## src/rtl/sips_pkg.sv

```systemverilog
// Shared types and constants for the sorted insert-position search block.
// No dependencies; compile first.
`default_nettype none

package sips_pkg;

	// Fixed field widths
	localparam int unsigned OP_W  = 2;
	localparam int unsigned KEY_W = 32;
	localparam int unsigned POS_W = 11;

	// Default table depth
	localparam int unsigned DEF_TABLE_DEPTH = 1024;

	// Item operations; the fourth code is unused and ignored
	typedef enum logic [OP_W-1:0] {
		OP_CLEAR  = 2'd0,
		OP_APPEND = 2'd1,
		OP_QUERY  = 2'd2
	} op_t;

	// Controller to datapath commands
	typedef struct packed {
		logic clear;   // empty the table
		logic append;  // write key at the end, set append result
		logic start;   // capture query key, open search range
		logic probe;   // read the middle entry of the range
		logic step;    // compare and narrow the range
		logic emit;    // move the result into the output register
	} cmd_t;

	// Datapath to controller status
	typedef struct packed {
		logic empty;   // table holds no entries
		logic done;    // search ends after this compare
	} status_t;

endpackage

`default_nettype wire

```

## src/rtl/sips_ctrl.sv

```systemverilog
// Controller: sequences clear, append and query items and the output beat.
// Depends on sips_pkg.
`default_nettype none

module sips_ctrl (
	input  wire logic                        clk,
	input  wire logic                        arst_n,
	input  wire logic                        in_valid,
	output logic                             in_ready,
	input  wire logic [sips_pkg::OP_W-1:0]   opcode,
	output logic                             out_valid,
	input  wire logic                        out_ready,
	output sips_pkg::cmd_t                   cmd,
	input  wire sips_pkg::status_t           st
);

	typedef enum logic [1:0] {
		ST_IDLE,
		ST_PROBE,
		ST_CMP,
		ST_RESP
	} state_t;

	state_t state_q;
	state_t state_n;
	logic   accept;
	logic   slot_free;

	assign in_ready  = (state_q == ST_IDLE);
	assign accept    = in_valid && in_ready;
	assign slot_free = !out_valid || out_ready;

	// Decode commands and next state
	always_comb begin
		cmd     = '0;
		state_n = state_q;
		case (state_q)
			ST_IDLE: begin
				if (accept) begin
					case (sips_pkg::op_t'(opcode))
						sips_pkg::OP_CLEAR: begin
							cmd.clear = 1'b1;
						end
						sips_pkg::OP_APPEND: begin
							cmd.append = 1'b1;
							state_n    = ST_RESP;
						end
						sips_pkg::OP_QUERY: begin
							cmd.start = 1'b1;
							state_n   = st.empty ? ST_RESP : ST_PROBE;
						end
						default: begin
							state_n = ST_IDLE;
						end
					endcase
				end
			end
			ST_PROBE: begin
				cmd.probe = 1'b1;
				state_n   = ST_CMP;
			end
			ST_CMP: begin
				cmd.step = 1'b1;
				state_n  = st.done ? ST_RESP : ST_PROBE;
			end
			ST_RESP: begin
				if (slot_free) begin
					cmd.emit = 1'b1;
					state_n  = ST_IDLE;
				end
			end
			default: begin
				state_n = ST_IDLE;
			end
		endcase
	end

	// Hold state and output valid
	always_ff @(posedge clk or negedge arst_n) begin
		if (!arst_n) begin
			state_q   <= ST_IDLE;
			out_valid <= 1'b0;
		end else begin
			state_q <= state_n;
			if (cmd.emit) begin
				out_valid <= 1'b1;
			end else if (out_ready) begin
				out_valid <= 1'b0;
			end
		end
	end

endmodule

`default_nettype wire

```

## config.mk

```make
export PLATFORM = sky130hd
export DESIGN_NAME = sips_ctrl
export DESIGN_NICKNAME = d
export VERILOG_FILES = /design/src/rtl/sips_pkg.sv /design/src/rtl/sips_ctrl.sv
export SDC_FILE = /design/constraint.sdc
export NUM_CORES = 1
export LEC_CHECK = 0
export ABC_AREA = 1
export BUFFER_PORTS_ARGS = -buffer_cell sky130_fd_sc_hd__buf_4
export CAP_MARGIN = 5
export CORE_AREA = 2 2 39 41
export DETAILED_ROUTE_END_ITERATION = 12
export DIE_AREA = 0 0 41 43
export SLEW_MARGIN = 20
export SYNTH_ARGS = -nofsm -noshare
export SYNTH_HDL_FRONTEND = slang
export SYNTH_SLANG_ARGS = --single-unit
```

## constraint.sdc

```tcl
create_clock -name clk -period 1.2 [get_ports clk]
set_input_delay 0.18 -clock clk [delete_from_list [all_inputs] [get_ports clk]]
set_output_delay 0.18 -clock clk [all_outputs]
set_load 0.05 [all_outputs]
```

Word-level counts from Yosys, hierarchy flattened

Index checks and enable logic that the tools add are counted.
Widths: inputs -> output; s select.

Logic and storage cells: 34
Register bits: 3
Output and inout port bits: 8

Reduce and logical (&&, ||, !) cells: 7
Eq/ne operators: 8
Multiplexer cells: 17

Operators by type and width:

| cell               | count |
|---|---|
| $mux 1             | 9 |
| $mux 2             | 4 |
| $pmux 2 s4         | 1 |
| $eq 2x2->1 const B | 3 |
| $mux 3             | 2 |
| $pmux 2 s3         | 1 |
| $eq 2x1->1 const B | 2 |
| $logic_not 2->1    | 2 |
| $ne 2x2->1 const B | 2 |
| $reduce_and 3->1   | 1 |
| $ne 2x1->1 const B | 1 |
| $reduce_bool 2->1  | 1 |
| $logic_and 1x1->1  | 1 |
| $logic_not 1->1    | 1 |
| $logic_or 1x1->1   | 1 |

Depth between registers and ports, before layout

Gate-level depths: netlist of the first run.

Depth in word-level cells: 5
Mapped depth: 8

Worst setup path before layout of the first run

Ideal clock, no wire load.

Path type: register -> output
Start point: register state_q[0]
End point: output port cmd[3] in the netlist's numbering
Setup slack: -0.750 ns
Stages on the path, launching flop included: 4
Data arrival time: 1.770 ns
Required time: 1.020 ns
Buffers on the path: 0
Path through: dfrtp_1 -> nor2_2 -> nand2_1 -> nor2_1

RTL lines:

| element                | line            | text |
|---|---|---|
| from (decl)            | sips_ctrl.sv:24 | `state_t state_q;` |
| from (signal assigned) | sips_ctrl.sv:84 | `state_q <= state_n;` |
| to (decl)              | sips_ctrl.sv:13 | `output sips_pkg::cmd_t cmd,` |

==> reports/qor.log, run 1 <==
qor: routing.vias 297
qor: sta.hold_violations 0
qor: setup_path.timing.critical_path.to_type output port
qor: pwr.intPower 0.656 mW
qor: logic_synthesis.postSynthNetCount 52
qor: global_routing.first_pass_grt_wire_length 931 µm
qor: cts.root_buffer clkbuf_4
qor: finish.area.growth.synth_to_final 114%
qor: setup_path.crit_path_start_kind register
qor: sta.rsz0062_at_grt true
qor: sta.max_slew_margin 83.5%
qor: pwr.p_seq_share 15.8%
qor: logic_synthesis.synthTopCellsByCount nand2_1, inv_1, nor2_1
qor: sta.fmax 761 MHz
qor: logic_synthesis.synthesized_area 254 µm²
qor: setup_path.worst-endpoint-required 1020 ps
qor: pwr.power_density 2450 mW/mm²
qor: logic_synthesis.yosys-top-cells-area dfrtp_1, nand2_1, ha_1
qor: pwr.share_comb_of_total_power 71.1%
qor: routing.firstDrtPassIters 4
qor: logic_synthesis.synth-main-ff-cell dfrtp_1
qor: logic_synthesis.synth_sequential_area_ratio 29.6%
qor: pwr.switching_power_as_a_share_of_total_power 50.7%
qor: logic_synthesis.postSynthCellCount 41
qor: pwr.total_power 1.33 mW
qor: logic_synthesis.post_synth_num_cell_types 10
qor: die.initial_utilization 18.4%
qor: pwr.p_switching 0.675 mW
qor: finish.finish.cell_count_without_fillers 80
qor: die.die-area 0.00176 mm²
qor: pwr.power.static_leakage 0.285 nW
qor: setup_path.worst_r2r_path_depth 5
qor: die.io_pins 16
qor: finish.final_layout_size_suffix_gt1_share 50.0%
qor: sta.final_max_slew_viol_count 0
qor: place.dp.cells 74
qor: place.hpwlAfterDp 492 µm
qor: logic_synthesis.synth_area_leader_cell dfrtp_1
qor: finish.diodes 0
qor: sta.setup_failing_eps_final 7
qor: sta.period_share 110%
qor: pwr.power_frac_clock 13.1%
qor: place.port-buffer-count 15
qor: global_routing.grt_start_max_net_pins 6
qor: finish.fillCellCount 150
qor: pwr.worst_ir_drop_vdd 0.000798 V
qor: routing.detail_route.wl_per_cell 7.23 µm
qor: routing.detailedRoute.firstIterationViolations 1
qor: global_routing.antenna_violations_before_repair 0
qor: logic_synthesis.synth-async-reset-ratio 100%
qor: logic_synthesis.yosysWarnings 0
qor: cts.tritoncts built
qor: cts.max-clock-path-buffers 2
qor: cts.clk_latency 230 ps
qor: run_status.violations setup timing
qor: sta.final.setup_skew 0.712 ps
qor: run_status.status complete, but fails checks
qor: die.coreArea 0.00138 mm²
qor: place.routabilityCongestion 0.677
qor: global_routing.gr_overflow_total 0
qor: logic_synthesis.synth-edff-count 0
qor: cts.tritoncts.num_buffers 3
qor: logic_synthesis.synthDominantCellAreaShare 29.6%
qor: logic_synthesis.avgSynthCellArea 6.19 µm²
qor: die.die_h 43 µm
qor: setup_path.critical_path_class reg -> out
qor: cts.cts.reportedPaths.clkPinSlew 40 ps
qor: sta.tightestPinTransition 247 ps
qor: routing.ant_nets 0
qor: run.timing.max_cap.violations 0
qor: setup_path.timing.critical_path.fanout_max 4
qor: global_routing.globalRouteTotalUtil 7.84%
qor: routing.wl 578 µm
qor: die.die_width 41 µm
qor: die.core.rowCount 14
qor: worst_hold_path.min_delay_path_depth 2
qor: worst_hold_path.worst_hold_path_type in -> reg
qor: routing.vias_per_cell 3.71
qor: sta.min_period 1310 ps
qor: cts.cts_max_level 1
qor: finish.nNetsFinal 76
qor: cts.clock_sink_count 3
qor: sta.postLayoutSetupSlackWorst -115 ps
qor: logic_synthesis.most_frequent_cell_after_synthesis nand2_1
qor: setup_path.cp.arrival 1130 ps
qor: routing.drcViolationCount 0
qor: logic_synthesis.flop_and_latch_count_out_of_synthesis 3
qor: sta.worst_hold_slack 156 ps
qor: global_routing.first_global_vias 279
metrics by stage:
stage          instance area, µm²  setup slack, ps  utilization, %  TNS (ps)
2_1_floorplan                 300             -202               -      -558
3_3_place_gp                  448             58.7            32.4         0
3_5_place_dp                  448             35.9            32.4         0
4_1_cts                       523             -133            37.8      -678
5_1_grt                       543             -182            39.2      -912
6_report                      543             -115            39.2      -483
path summary, 6_finish.rpt:
check                                  startpoint                     end  slack [ps]
max                        state_q[0]$_DFFE_PN0P_                  cmd[3]        -110
min                                     out_ready   out_valid$_DFFE_PN0P_         160
max reg2reg                state_q[0]$_DFFE_PN0P_  state_q[0]$_DFFE_PN0P_         190
min reg2reg                 out_valid$_DFFE_PN0P_   out_valid$_DFFE_PN0P_         570
max in group asynchronous                  arst_n   out_valid$_DFFE_PN0P_         830
min in group asynchronous                  arst_n  state_q[0]$_DFFE_PN0P_         270
layer usage:
metal	part of all wire (%)	GRT usage, %	routed length [µm]	up-vias
li1	-	-	-	164
met1	41	8.39	238	126
met2	52	11.6	303	7
met3	6.2	3.14	36	0
met4	0	6.00	0	0
met5	0	0	0	-
registers in the layout (all words and copies together), names as in the netlist:
register   cells
out_valid      1
state_q        2
critical path: stages (launching register included):
cell	delay [ps]
dfrtp_2	430
nor2_4	140
nand2_4	90
nor2_4	90
buf_6	160
layout make-up:
type                       count  area [µm²]  share of cell area, %
multi-input combinational     27         190                   35.0
tap                           16        20.0                   3.69
sequential                     3        78.8                   14.5
timing repair buffer          19         186                   34.3
inverter                      11        41.3                   7.60
clock buffer                   4        26.3                   4.84
cell usage in the layout (no fill, tap or decap):
cell type / n
clkbuf_1: 1
buf_6: 5
nor2_4: 6
o21ai_1: 1
nand2_2: 1
ha_1: 3
dlygate4sd3_1: 1
clkbuf_4: 3
nand2_4: 1
o21ai_0: 2
nand2_1: 9
buf_4: 10
nand3_1: 3
nor2_1: 1
dfrtp_2: 3
inv_1: 10
clkinv_1: 1
buf_8: 3
power groups by stage:
| stage | sequential (mW) | clock, mW | combinational [mW] |
|---|---|---|---|
| floorplan | 0.254 | 0 | 0.506 |
| global placement | 0.204 | 0 | 0.801 |
| detailed placement | 0.206 | 0 | 0.804 |
| CTS | 0.204 | 0.184 | 0.905 |
| global route | 0.219 | 0.200 | 1.01 |
| finish | 0.211 | 0.174 | 0.947 |
logic make-up after synthesis:
family                     synth area share [%]
DFF                                        29.6
and+or+nand+nor                            33.5
buffers and inverters                      16.3
AOI/OAI and AO/OA                          5.91
adders and majority gates                  14.8
what timing repair did:
action / CTS / global route
endpoints found under the setup margin: 7 / 7
setup buffers: 1 / 0
hold buffers: 1 / 0
endpoints found under the hold margin: 3 / 0
pin swaps: 3 / 1
resized for setup: 9 / 6
Power figures use the tool's default switching activity.
==> run 2: changes to the inputs <==
--- a/config.mk
+++ b/config.mk
@@ -8,9 +8,9 @@
 export ABC_AREA = 1
 export BUFFER_PORTS_ARGS = -buffer_cell sky130_fd_sc_hd__buf_4
 export CAP_MARGIN = 5
-export CORE_AREA = 2 2 39 41
+export CORE_AREA = 10 10 47 49
 export DETAILED_ROUTE_END_ITERATION = 12
-export DIE_AREA = 0 0 41 43
+export DIE_AREA = 0 0 57 59
 export SLEW_MARGIN = 20
 export SYNTH_ARGS = -nofsm -noshare
 export SYNTH_HDL_FRONTEND = slang
==> constraint.sdc (replaced) <==
create_clock -name clk -period 1.2 [get_ports clk]
set_input_delay 0.12 -clock clk [delete_from_list [all_inputs] [get_ports clk]]
set_output_delay 0.12 -clock clk [all_outputs]
set_load 0.05 [all_outputs]
==> run 2 against run 1 <==
- the flow still finishes with violations (setup timing)
- hold slack worse by 50 ps
- sequential share of layout area up 0.39 points
- sequential cell count unchanged
- clock power down 2%
- first-iteration DRC count rose to 4.0 times the previous value
- core utilization down 2.1 points
- combinational power down 6.1%
- via count up 5.4%
- largest cell class unchanged
- highest routed layer unchanged
==> reports/qor.log, run 2 (synthesis results as in run 1) <==
qor: finish.post-route-cell-area 520 µm² [-4.1%]
qor: worst_hold_path.min_delay_path_depth 2 [unchanged]
qor: finish.fillCellCount 147 [-2.0%]
qor: sta.tightestPinTransition 245 ps [-2.23 ps]
qor: place.dpl_ws 77.1 ps [+41.2 ps]
qor: routing.detail_route.wl_per_cell 8.59 µm [+19%]
qor: sta.setup_failing_eps_final 5 [-2]
qor: die.core.rowCount 14 [unchanged]
qor: setup_path.cp.arrival 1140 ps [about the same]
qor: cts.cts_max_level 1 [unchanged]
qor: die.coreArea 0.00140 mm² [+1.3%]
qor: pwr.p_switching 0.658 mW [-2.6%]
qor: run_status.status complete, but fails checks
qor: worst_hold_path.hold_path.startpoint out_ready
qor: pwr.p_seq_share 16.5% [+0.7 points]
qor: place.routabilityCongestion 0.703 [+3.8%]
qor: pwr.power.static_leakage 0.278 nW [-2.3%]
qor: cts.tritoncts.num_buffers 3 [unchanged]
qor: die.die-area 0.00336 mm² [+91%]
qor: sta.period_share 105% [-4.6 points]
qor: setup_path.worst_r2r_path_depth 6 [+1]
qor: global_routing.first_global_vias 309 [+11%]
qor: finish.final_cell_mix inv_1, nand2_1, buf_4
qor: place.dp.cells 72 [-2.7%]
qor: global_routing.first_pass_grt_wire_length 1.19 mm [+27%]
qor: setup_path.crit_path_max_incr_delay 430 ps [about the same]
qor: finish.nNetsFinal 75 [-1.3%]
qor: pwr.intPower 0.611 mW [-7.0%]
qor: die.die_width 57 µm [+39%]
qor: sta.fmax 794 MHz [+4.4%]
qor: finish.layout.core_utilization 37.1% [-2.1 points]
qor: pwr.total_power 1.27 mW [-4.7%]
qor: place.hpwlAfterDp 597 µm [+21%]
qor: sta.min_period 1260 ps [-55.0 ps]
qor: worst_hold_path.worst_hold_path_type in -> reg
qor: place.detailed_place.area 432 µm² [-3.6%]
qor: routing.wl 679 µm [+17%]
qor: sta.max_slew_margin 83.6% [+0.15 points]
qor: setup_path.crit_path_top_delay_cell dfrtp_2
qor: pwr.power_density 2440 mW/mm² [-0.62%]
qor: finish.largest_registers state_q: 2 flops, out_valid: 1 flops
qor: finish.area.growth.synth_to_final 105%
qor: setup_path.path_delay_family flip-flops
qor: die.io_pins 16 [unchanged]
qor: cts.clk_latency 230 ps [about the same]
qor: sta.rsz0062_at_grt true
qor: global_routing.antenna_violations_before_repair 0 [unchanged]
qor: finish.finish.cell_count_without_fillers 79 [-1.3%]
qor: setup_path.critical_path.reg2reg.endpoint state_q[1]$_DFFE_PN0P_
qor: routing.ant_nets 0 [unchanged]
qor: setup_path.critical_path_class reg -> out
qor: place.port-buffer-count 15 [unchanged]
qor: setup_path.timing.critical_path.fanout_max 5 [+1]
qor: run.timing.max_cap.violations 0 [unchanged]
qor: sta.final.setup_skew 1.55 ps [+0.836 ps]
qor: cts.root_buffer clkbuf_4
qor: sta.hold_violations 0 [unchanged]
qor: routing.firstDrtPassIters 2 [-2]
qor: setup_path.worstPathBufferInverterCount 1 [unchanged]
qor: routing.drcViolationCount 0 [unchanged]
qor: sta.final_max_slew_viol_count 0 [unchanged]
qor: cts.cts.reportedPaths.clkPinSlew 30 ps [about the same]
qor: pwr.worst_ir_drop_vdd 0.000600 V [-25%]
qor: worst_hold_path.min_to out_valid$_DFFE_PN0P_
qor: routing.detailedRoute.firstIterationViolations 4 [+3]
qor: cts.clock_sink_count 3 [unchanged]
qor: routing.vias_per_cell 3.96 [+6.7%]
qor: setup_path.worstReg2RegStart state_q[0]$_DFFE_PN0P_
qor: setup_path.worst-endpoint-required 1080 ps [+60 ps]
qor: setup_path.cell_occurring_most_often_along_the_worst_timing_path nor2_4
qor: finish.diodes 0 [unchanged]
qor: pwr.share_comb_of_total_power 70.1% [-1.0 points]
qor: pwr.power_frac_clock 13.4% [+0.3 points]
qor: setup_path.setup.reg_to_reg.worst_slack 190 ps [about the same]
qor: routing.vias 313 [+5.4%]
qor: setup_path.worstPathCellList nor2_4 > nand2_4 > nor2_4 > buf_6
qor: cts.tritoncts built
qor: setup_path.crit_path_start_kind register
qor: pwr.switching_power_as_a_share_of_total_power 51.9% [+1.2 points]
qor: run_status.violations setup timing
qor: cts.max-clock-path-buffers 2 [unchanged]
qor: finish.final_layout_size_suffix_gt1_share 46.0% [-4.0 points]
qor: die.initial_utilization 18.1% [-0.23 points]
qor: finish.regMostFlops state_q
qor: global_routing.globalRouteTotalUtil 4.20% [-3.6 points]
qor: finish.largest_register_ff_count 2 [unchanged]
qor: sta.postLayoutSetupSlackWorst -59.7 ps [+55.0 ps]
qor: global_routing.grt_start_max_net_pins 7 [+1]
qor: die.die_h 59 µm [+37%]
qor: global_routing.gr_overflow_total 0 [unchanged]
qor: setup_path.timing.critical_path.to_type output port
[run 2: cell types whose count changed in the layout (fill, tap and decap cells not counted), sizes merged]
cell | previous run | this run
buf | 18 | 17
[run 2: power by group through the flow]
| stage | registers [mW] | clock network, mW | logic, mW |
|---|---|---|---|
| 2_1_floorplan | 0.251 | 0 | 0.506 |
| 4_1_cts | 0.208 | 0.178 | 0.879 |
| 5_1_grt | 0.220 | 0.177 | 0.972 |
| 6_report | 0.210 | 0.170 | 0.889 |
| 3_3_place_gp | 0.208 | 0 | 0.744 |
| 3_5_place_dp | 0.210 | 0 | 0.743 |
[run 2: worst max-delay path by stage]
| stage | from | cells past startpoint | slack [ps] | end |
|---|---|---|---|---|
| global route | state_q[0]$_DFFE_PN0P_ | 4 | -110 | cmd[5] |
| floorplan | state_q[1]$_DFFE_PN0P_ | 3 | -140 | cmd[3] |
| finish | state_q[0]$_DFFE_PN0P_ | 4 | -60 | cmd[5] |
| global placement | state_q[1]$_DFFE_PN0P_ | 4 | 90 | cmd[3] |
| CTS | state_q[0]$_DFFE_PN0P_ | 4 | -70 | cmd[5] |
| detailed placement | state_q[1]$_DFFE_PN0P_ | 4 | 80 | cmd[3] |
[run 2: layout make-up]
class | count | area, µm² | area share [%]
sequential | 3 | 77.6 | 14.9
timing repair buffer | 18 | 168 | 32.2
clock buffer | 4 | 26.3 | 5.05
tap | 16 | 20.0 | 3.85
multi-input combinational | 27 | 188 | 36.1
inverter | 11 | 41.3 | 7.93
[run 2: what timing repair did]
item,in CTS,in global routing
endpoints found under the hold margin,3,0
endpoints found under the setup margin,6,7
buffers inserted,2,0
resized for setup,9,2
hold buffers,1,0
pin swaps,3,0
gates cloned,0,0
[run 2: stage by stage]
stage	hold slack, ps	TNS (ps)
2_1_floorplan	-176	-378
3_3_place_gp	-90.5	0
3_5_place_dp	-90.2	0
4_1_cts	106	-226
5_1_grt	153	-477
6_report	106	-189
[run 2: per-layer routing]
metal	track usage [%]	vias to the layer above	routed length, µm
met1	4.66	140	254
met3	1.50	0	69
met5	0	-	0
li1	-	165	-
met4	3.02	0	0
met2	6.51	8	355
==> run 3: changes to the inputs <==
--- a/config.mk
+++ b/config.mk
@@ -5,12 +5,12 @@
 export SDC_FILE = /design/constraint.sdc
 export NUM_CORES = 1
 export LEC_CHECK = 0
-export ABC_AREA = 1
 export BUFFER_PORTS_ARGS = -buffer_cell sky130_fd_sc_hd__buf_4
 export CAP_MARGIN = 5
 export CORE_AREA = 10 10 47 49
 export DETAILED_ROUTE_END_ITERATION = 12
 export DIE_AREA = 0 0 57 59
+export PLACE_DENSITY = 0.48
 export SLEW_MARGIN = 20
 export SYNTH_ARGS = -nofsm -noshare
 export SYNTH_HDL_FRONTEND = slang
==> run 3 against run 2 <==
- the flow still finishes with violations (setup timing)
- final cell count decreased by 15%
- critical path depth fell by 1
- largest cell class is now non-clock buffers
- maximum frequency fell by 2.4%
- first-iteration DRC count shrank 50%
- sequential cell count did not move
- largest power group unchanged
- register-to-register slack worse by 90 ps
- sequential share of layout area is 0.58 points higher
==> reports/qor.log, run 3 <==
qor: worst_hold_path.worst_hold_path_type in -> reg
qor: setup_path.crit_path_max_incr_delay 430 ps [about the same]
qor: logic_synthesis.most_frequent_cell_after_synthesis inv_1
qor: sta.setup_failing_eps_final 5 [unchanged]
qor: sta.min_period 1290 ps [+30.8 ps]
qor: finish.diodes 0 [unchanged]
qor: die.die_width 57 µm [unchanged]
qor: global_routing.grt_start_max_net_pins 6 [-1]
qor: logic_synthesis.postSynthNetCount 38 [-27%]
qor: cts.tritoncts.num_buffers 3 [unchanged]
qor: sta.final_max_slew_viol_count 0 [unchanged]
qor: routing.vias 276 [-12%]
qor: die.die-area 0.00336 mm² [unchanged]
qor: sta.final.setup_skew 1.28 ps [-0.267 ps]
qor: global_routing.gr_overflow_total 0 [unchanged]
qor: logic_synthesis.synth-edff-count 0 [unchanged]
qor: logic_synthesis.postSynthCellCount 27 [-34%]
qor: routing.wl 716 µm [+5.4%]
qor: logic_synthesis.synth_area_leader_cell dfrtp_1
qor: finish.final_cell_mix buf_4, inv_1, buf_8
qor: routing.drcViolationCount 0 [unchanged]
qor: finish.largest_register_ff_count 2 [unchanged]
qor: pwr.power.static_leakage 0.245 nW [-12%]
qor: cts.tritoncts built
qor: setup_path.timing.critical_path.to_type output port
qor: finish.finish.cell_count_without_fillers 67 [-15%]
qor: routing.vias_per_cell 4.12 [+4.0%]
qor: setup_path.crit_path_top_delay_cell dfrtp_2
qor: finish.layout.core_utilization 36.3% [-0.80 points]
qor: logic_synthesis.synth-async-reset-ratio 100% [unchanged]
qor: die.initial_utilization 16.5% [-1.6 points]
qor: setup_path.crit_path_start_kind register
qor: cts.root_buffer clkbuf_4
qor: setup_path.critical_path_class reg -> out
qor: cts.clock_sink_count 3 [unchanged]
qor: die.coreArea 0.00140 mm² [unchanged]
qor: finish.multi_input_comb_area 175 µm² [-6.7%]
qor: finish.final-seq-area 78.8 µm² [+1.6%]
qor: pwr.worst_ir_drop_vdd 0.000527 V [-12%]
qor: pwr.power_density 2660 mW/mm² [+9.2%]
qor: die.die_h 59 µm [unchanged]
qor: finish.nNetsFinal 63 [-16%]
qor: run_status.violations setup timing
qor: finish.largest_registers state_q: 2 flops, out_valid: 1 flops
qor: global_routing.globalRouteTotalUtil 4.47% [+0.27 points]
qor: global_routing.first_global_vias 291 [-5.8%]
qor: die.io_pins 16 [unchanged]
qor: sta.hold_violations 0 [unchanged]
qor: cts.max-clock-path-buffers 2 [unchanged]
qor: place.hpwlAfterDp 589 µm [-1.3%]
qor: sta.period_share 108% [+2.6 points]
qor: place.port-buffer-count 15 [unchanged]
qor: finish.final_layout_size_suffix_gt1_share 66.7% [+21 points]
qor: finish.regMostFlops state_q
qor: place.dp.cells 58 [-19%]
qor: cts.clk_latency 230 ps [about the same]
qor: place.routabilityCongestion 0.696 [-1.0%]
qor: finish.mostFrequentLayoutCell buf_4
qor: logic_synthesis.synth-main-ff-cell dfrtp_1
qor: routing.ant_nets 0 [unchanged]
qor: routing.detail_route.wl_per_cell 10.7 µm [+24%]
qor: sta.fmax 775 MHz [-2.4%]
qor: setup_path.worst-endpoint-required 1080 ps [about the same]
qor: logic_synthesis.synthesized_area 231 µm² [-8.9%]
qor: logic_synthesis.synth_sequential_area_ratio 32.4% [+2.9 points]
qor: run.timing.max_cap.violations 0 [unchanged]
qor: setup_path.timing.critical_path.fanout_max 5 [unchanged]
qor: global_routing.antenna_violations_before_repair 0 [unchanged]
qor: finish.area.growth.synth_to_final 120%
qor: finish.fillCellCount 147 [unchanged]
qor: cts.cts.reportedPaths.clkPinSlew 30 ps [about the same]
qor: routing.firstDrtPassIters 2 [unchanged]
qor: sta.max_slew_margin 87.7% [+4.1 points]
qor: run_status.status complete, but fails checks
qor: setup_path.cp.arrival 1170 ps [+30 ps]
qor: logic_synthesis.post_synth_num_cell_types 13 [+3]
qor: sta.tightestPinTransition 183 ps [-61.9 ps]
qor: setup_path.worstPathCellList nor2_4 > and3_4 > buf_8
qor: global_routing.first_pass_grt_wire_length 1.20 mm [+1.2%]
qor: routing.detailedRoute.firstIterationViolations 2 [-2]
qor: logic_synthesis.synthDominantCellAreaShare 32.4% [+2.9 points]
qor: logic_synthesis.avgSynthCellArea 8.57 µm² [+38%]
qor: logic_synthesis.yosys-top-cells-area dfrtp_1, ha_1, and3_2
qor: logic_synthesis.yosysWarnings 0 [unchanged]
qor: sta.postLayoutSetupSlackWorst -90.5 ps [-30.8 ps]
qor: setup_path.setup.reg_to_reg.worst_slack 100 ps [-90 ps]
qor: die.core.rowCount 14 [unchanged]
qor: cts.cts_max_level 1 [unchanged]
qor: logic_synthesis.flop_and_latch_count_out_of_synthesis 3 [unchanged]
qor: sta.rsz0062_at_grt true
## run 3: changes by cell type after synthesis, sizes merged, moves of 2 or more
cell and change:
and3 +3, nor2b +3, o21ai -2, nand2 -8, nand3 -3, inv -6, nor2 -5
## run 3: final cells by class
| class | count | share of cell area [%] |
|---|---|---|
| Inverter | 4 | 2.95 |
| Clock buffer | 4 | 5.16 |
| Tap cell | 16 | 3.93 |
| Multi-Input combinational cell | 20 | 34.4 |
| Sequential cell | 3 | 15.5 |
| Timing Repair Buffer | 20 | 38.1 |
## run 3: power by group
group          internal, mW  switching [mW]  leakage [nW]
sequential            0.163          0.0650        0.0328
combinational         0.415           0.534         0.197
clock                 0.125          0.0529        0.0150
## run 3: worst max-delay path, delay by kind of cell (launching register included)
family                 cells  cell delay (ps)
DFF                        1              430
and+or+nand+nor            2              360
buffers and inverters      1              140
## run 3: logic make-up after synthesis
| group | after synthesis | share of synthesized area [%] |
|---|---|---|
| simple gates | 12 | 28.7 |
| compound gates | 5 | 16.2 |
| buf+inv | 4 | 6.48 |
| fa+ha+maj | 3 | 16.2 |
| flops | 3 | 32.4 |
## run 3: what timing repair did
item,in CTS,in global routing
hold buffers,1,0
setup endpoints to repair,5,7
resized for setup,16,1
hold endpoints to repair,3,0
gates cloned,0,0
pin swaps,4,1
setup buffers,3,1
## run 3: per-stage QoR
| step | TNS, ps | area (µm²) | hold slack (ps) | worst slack, ps | power, mW |
|---|---|---|---|---|---|
| global placement | 0 | 385 | -88.2 | 87.7 | 0.977 |
| global route | -593 | 509 | 126 | -136 | 1.45 |
| finish | -280 | 509 | 135 | -90.5 | 1.35 |
| floorplan | -294 | 253 | -176 | -77.6 | 0.763 |
| CTS | -324 | 498 | 130 | -91.9 | 1.34 |
| detailed placement | 0 | 385 | -88.2 | 85.8 | 0.974 |
## run 3: routing by layer
| layer | vias to the layer above | GRT usage, % | wire [µm] | part of all wire, % |
|---|---|---|---|---|
| met3 | 0 | 3.22 | 81 | 11 |
| met2 | 12 | 7.75 | 369 | 52 |
| met5 | - | 0 | 0 | 0 |
| met4 | 0 | 3.02 | 0 | 0 |
| met1 | 127 | 3.49 | 265 | 37 |
| li1 | 137 | - | - | - |
## run 3: path summary, 6_finish.rpt
kind,from,depth (start not counted),to
min in group asynchronous,arst_n,2,out_valid$_DFFE_PN0P_
setup / recovery,state_q[0]$_DFFE_PN0P_,3,cmd[5]
hold reg to reg,state_q[0]$_DFFE_PN0P_,1,state_q[0]$_DFFE_PN0P_
setup reg to reg,state_q[0]$_DFFE_PN0P_,5,state_q[1]$_DFFE_PN0P_
hold / removal,st[0],3,state_q[1]$_DFFE_PN0P_
max in group asynchronous,arst_n,2,state_q[0]$_DFFE_PN0P_
